==> config.mk <==
export PLATFORM = sky130hd
export DESIGN_NAME = ltr_front
export DESIGN_NICKNAME = d
export VERILOG_FILES = /design/src/hw/rtl/line_triangle_raster_max_fb_assert.svh /design/src/hw/rtl/ltr_pkg.sv /design/src/hw/rtl/ltr_front.sv
export SDC_FILE = /design/constraint.sdc
export NUM_CORES = 1
export LEC_CHECK = 0
export BUFFER_PORTS_ARGS = -buffer_cell sky130_fd_sc_hd__buf_4
export CAP_MARGIN = 20
export CORE_UTILIZATION = 50
export CTS_CLUSTER_SIZE = 16
export DETAILED_ROUTE_END_ITERATION = 10
export PLACE_DENSITY = 0.77
export SLEW_MARGIN = 20
export SYNTH_ARGS = -nofsm -noshare
export SYNTH_HDL_FRONTEND = slang
export SYNTH_SLANG_ARGS = --single-unit
==> constraint.sdc <==
create_clock -name clock -period 16.3 [get_ports clock]
set_input_delay 3.26 -clock clock [delete_from_list [all_inputs] [get_ports clock]]
set_output_delay 3.26 -clock clock [all_outputs]
set_load 0.01 [all_outputs]
==> src/hw/rtl/line_triangle_raster_max_fb_assert.svh <==
// Assertion macros used by the rasterizer back end RTL.
// Include with the bare file name; needs no other file.
`ifndef LINE_TRIANGLE_RASTER_MAX_FB_ASSERT_SVH
`define LINE_TRIANGLE_RASTER_MAX_FB_ASSERT_SVH

// Same-cycle implication.
`define LTR_ASSERT_IMPL(lbl, clk, rst, ante, cons, msg) \
   lbl: assert property (@(posedge clk) disable iff (rst) (ante) |-> (cons)) else $error(msg);

// Next-cycle implication.
`define LTR_ASSERT_NEXT(lbl, clk, rst, ante, cons, msg) \
   lbl: assert property (@(posedge clk) disable iff (rst) (ante) |=> (cons)) else $error(msg);

`endif

==> src/hw/rtl/ltr_pkg.sv <==
// Shared types and constants of the line and triangle rasterizer.
// No dependencies.
package ltr_pkg;

   localparam int FB_WIDTH    = 256;
   localparam int FB_HEIGHT   = 256;
   localparam int PIXELS      = FB_WIDTH * FB_HEIGHT;
   localparam int ADDR_W      = $clog2(PIXELS);
   localparam int XW          = $clog2(FB_WIDTH);
   localparam int YW          = $clog2(FB_HEIGHT);
   localparam int COUNT_W     = 17;
   localparam logic [COUNT_W-1:0] COUNT_MAX = 17'h1FFFF;
   localparam int CLEAR_N     = (PIXELS > 131071) ? 131071 : PIXELS;
   localparam int ORIGIN_W    = 12;
   localparam int REQ_W       = 112;
   localparam int RSP_W       = 56;

   localparam logic REG_ORIGIN_X = 1'b0;
   localparam logic REG_ORIGIN_Y = 1'b1;

   typedef enum logic [1:0] {
      OP_READ  = 2'd0,
      OP_CLEAR = 2'd1,
      OP_LINE  = 2'd2,
      OP_TRI   = 2'd3
   } op_type;

   typedef struct packed {
      op_type             op;
      logic signed [11:0] ax;
      logic signed [11:0] ay;
      logic signed [11:0] bx;
      logic signed [11:0] by_coord;
      logic signed [11:0] cx;
      logic signed [11:0] cy;
      logic [31:0]        paint;
   } cmd_type;

endpackage

==> src/hw/rtl/ltr_front.sv <==
// Front end: unpacks request items into commands and queues them.
// Depends on ltr_pkg.
module ltr_front (
   input  logic                         clock,
   input  logic                         reset,
   input  logic                         accept_en,
   input  logic                         req_tvalid,
   output logic                         req_tready,
   // op, ax, ay, bx, by_coord, cx, cy, paint from bit 0 up; zero padded
   input  logic [ltr_pkg::REQ_W-1:0]    req_tdata,
   output logic                         cmd_valid,
   input  logic                         cmd_ready,
   output ltr_pkg::cmd_type             cmd
);

   ltr_pkg::cmd_type q_ff [2];
   logic             wr_ptr_ff;
   logic             rd_ptr_ff;
   logic [1:0]       cnt_ff;
   ltr_pkg::cmd_type dec;
   logic             push;
   logic             pop;

   always_comb begin
      dec.op       = ltr_pkg::op_type'(req_tdata[1:0]);
      dec.ax       = req_tdata[13:2];
      dec.ay       = req_tdata[25:14];
      dec.bx       = req_tdata[37:26];
      dec.by_coord = req_tdata[49:38];
      dec.cx       = req_tdata[61:50];
      dec.cy       = req_tdata[73:62];
      dec.paint    = req_tdata[105:74];
   end

   assign req_tready = accept_en && (cnt_ff != 2'd2);
   assign push       = req_tvalid && req_tready;
   assign cmd_valid  = (cnt_ff != 2'd0);
   assign pop        = cmd_valid && cmd_ready;
   assign cmd        = q_ff[rd_ptr_ff];

   always_ff @(posedge clock) begin
      if (push) begin
         q_ff[wr_ptr_ff] <= dec;
      end
      if (reset) begin
         wr_ptr_ff <= 1'b0;
         rd_ptr_ff <= 1'b0;
         cnt_ff    <= 2'd0;
      end else begin
         if (push) wr_ptr_ff <= !wr_ptr_ff;
         if (pop)  rd_ptr_ff <= !rd_ptr_ff;
         cnt_ff <= cnt_ff + {1'b0, push} - {1'b0, pop};
      end
   end

endmodule

==> flow_metrics.env <==
export IMPL_setup_viol=0
export IMPL_nNetsFinal=710
export IMPL_grtUsageTotal=0.175
export IMPL_crit_type="input pin to output pin"
export IMPL_fin_crit_ns=6.92
export IMPL_grt_setup_unrepaired="false"
export IMPL_leakage_uw=0.00399
export IMPL_power_density_nw_per_um2=147
export IMPL_pre_cts_ws_ns=9.38
export IMPL_layout_drive_gt1_share=0.599
export IMPL_grt_pass1_vias=4371
export IMPL_fmax_mhz=145
export IMPL_crit_fanout=2
export IMPL_hpwlAfterDp_um=9730
export IMPL_worst_slew_pin_transition_ns=0.862
export IMPL_syn_nets=475
export IMPL_drt_pass1_iterations=4
export IMPL_synth_avg_cell_area_um2=22.6
export IMPL_p_sw_frac=0.252
export IMPL_maxCapViolations=0
export IMPL_start_util=0.510
export IMPL_cp_required_ns=13.04
export IMPL_drt_antenna_violating_nets=0
export IMPL_cts_inserted_buffers=22
export IMPL_chipWidth_um=129
export IMPL_die_h_um=129
export IMPL_ios=225
export IMPL_cts_repair_resized=0
export IMPL_period_share=0.424
export IMPL_max_vdd_ir_drop_mv=0.109
export IMPL_ctsHoldBuffers=0
export IMPL_layout_commonest_cell="buf_4"
export IMPL_root_buffer="clkbuf_16"
export IMPL_synth_seq_cells=217
export IMPL_syn2layout_area_growth_pct=32.1
export IMPL_tritoncts="built"
export IMPL_start_kind="input pin"
export IMPL_vias=4076
export IMPL_timing_reg2reg_setup_slack_ns=13.58
export IMPL_fin_ws_ns=9.38
export IMPL_post_cts_buffers=0
export IMPL_overflow=0
export IMPL_grt_start_max_net_pins=82
export IMPL_crit_arrival_ns=3.66
export IMPL_slew_headroom=0.425
export IMPL_p_int_uw=1170
export IMPL_end_kind="output pin"
export IMPL_n_antenna_cell=0
export IMPL_via_per_inst=4.96
export IMPL_yosys_warnings=0
export IMPL_whs_path_depth=2
export IMPL_dieArea_um2=16600
export IMPL_clkSinkCount=217
export IMPL_place_gp_congestion=0.733
export IMPL_portBuffers=218
export IMPL_p_switching_uw=393
export IMPL_status="finished clean"
export IMPL_skew_ns=0.00519
export IMPL_synth_area_um2=8050
export IMPL_clock_power_share=0.298
export IMPL_wire_per_inst_um=18.1
export IMPL_hold_class="flip-flop to flip-flop"
export IMPL_grt_pass1_wl_um=21800
export IMPL_reg2regPathDepth=5
export IMPL_final_cell_mix="buf_4 (220), edfxtp_1 (212), mux2_2 (67)"
export IMPL_grt_antenna_before_repair=0
export IMPL_seq_area_frac_synth=0.804
export IMPL_std_cell_rows=46
export IMPL_h_tree_depth=1
export IMPL_cts_path_max_buffers=3
export IMPL_fin_tns_setup_ns=0
export IMPL_slew_viol_final=0
export IMPL_yosysUniqueCellTypes=19
export IMPL_clock_latency_ns=0.49
export IMPL_finalHoldViolCount=0
export IMPL_pwr_share_comb=0.257
export IMPL_syn_inst=356
export IMPL_core_area_um2=15800
export IMPL_clkTransAtPathRegs_ns=0.06
export IMPL_drc=0
export IMPL_drt_wl_total_um=14900
export IMPL_drt_initial_drc_count=224
export IMPL_power_frac_seq=0.444
==> cells by family after synthesis <==
| group | count (synthesis) | share of synthesized area |
|---|---|---|
| flip-flops | 217 | 0.804 |
| AO/OA/AOI/OAI | 1 | 0.000933 |
| AND/OR/NAND/NOR | 14 | 0.00902 |
| buffers and inverters | 13 | 0.0126 |
| multiplexers | 107 | 0.168 |
| adder cells (fa/ha/maj) | 2 | 0.00311 |
| XOR/XNOR | 2 | 0.00218 |
==> cell type report <==
type,instances,area (um2)
Timing Repair Buffer,223,1720
Inverter,1,3.75
Clock buffer,27,591
Sequential cell,217,6470
Tap cell,216,270
Fill cell,1066,5140
Multi-Input combinational cell,126,1490
Clock inverter,12,82.6
==> flip-flops by register name, indices dropped and copies added, names as in the netlist, named ones only <==
name and count:
cnt_ff 2, q_ff 212, rd_ptr_ff 1, wr_ptr_ff 1
==> cells in the mapped netlist <==
cell type	instances	share of area
xor2_1	1	0.0011
mux2_4	40	0.075
xnor2_1	1	0.0011
or2_2	1	0.00078
mux2_2	67	0.094
buf_6	6	0.0084
nand3_1	1	0.00062
inv_1	1	0.00047
nor2b_1	2	0.0016
edfxtp_1	212	0.79
and2_1	2	0.0016
nor2_1	5	0.0023
ha_1	2	0.0031
nand2b_1	1	0.00078
nor3_1	1	0.00062
and3_1	1	0.00078
buf_2	6	0.0037
dfxtp_1	5	0.012
o21a_1	1	0.00093
==> power groups by stage <==
stage	combinational (uW)	clock (uW)	sequential (uW)
finish	401	466	693
global route	427	497	698
CTS	407	475	694
detailed placement	405	0	705
global placement	396	0	702
floorplan	248	0	691
==> metal layers <==
layer | vias to the layer above | share of wire | GRT usage
li1 | 1874 | - | -
met1 | 2004 | 0.37 | 0.191
met2 | 175 | 0.51 | 0.307
met3 | 23 | 0.10 | 0.0711
met4 | 0 | 0.019 | 0.0602
met5 | - | 0 | 0
==> worst paths after layout <==
kind | start | endpoint
setup / recovery | accept_en | req_tready
hold / removal | rd_ptr_ff | flip-flop
setup reg to reg | cnt_ff[0] | q_ff[0][26]
hold reg to reg | rd_ptr_ff | flip-flop
==> critical path, stage by stage <==
cell,delay (ns)
buf_4,0.12
and2_1,0.14
buf_4,0.14
==> through the flow <==
step	total power (uW)	utilization	hold slack (ns)	instances	area, um2
2_1_floorplan	939	-	0.481	356	8050
3_5_place_dp	1110	0.629	0.505	782	9920
3_3_place_gp	1100	0.627	0.495	781	9890
5_1_grt	1620	0.674	0.574	822	10600
6_report	1560	0.674	0.521	822	10600
4_1_cts	1580	0.672	0.521	821	10600
Note: power is estimated with default switching activity, not from simulation.
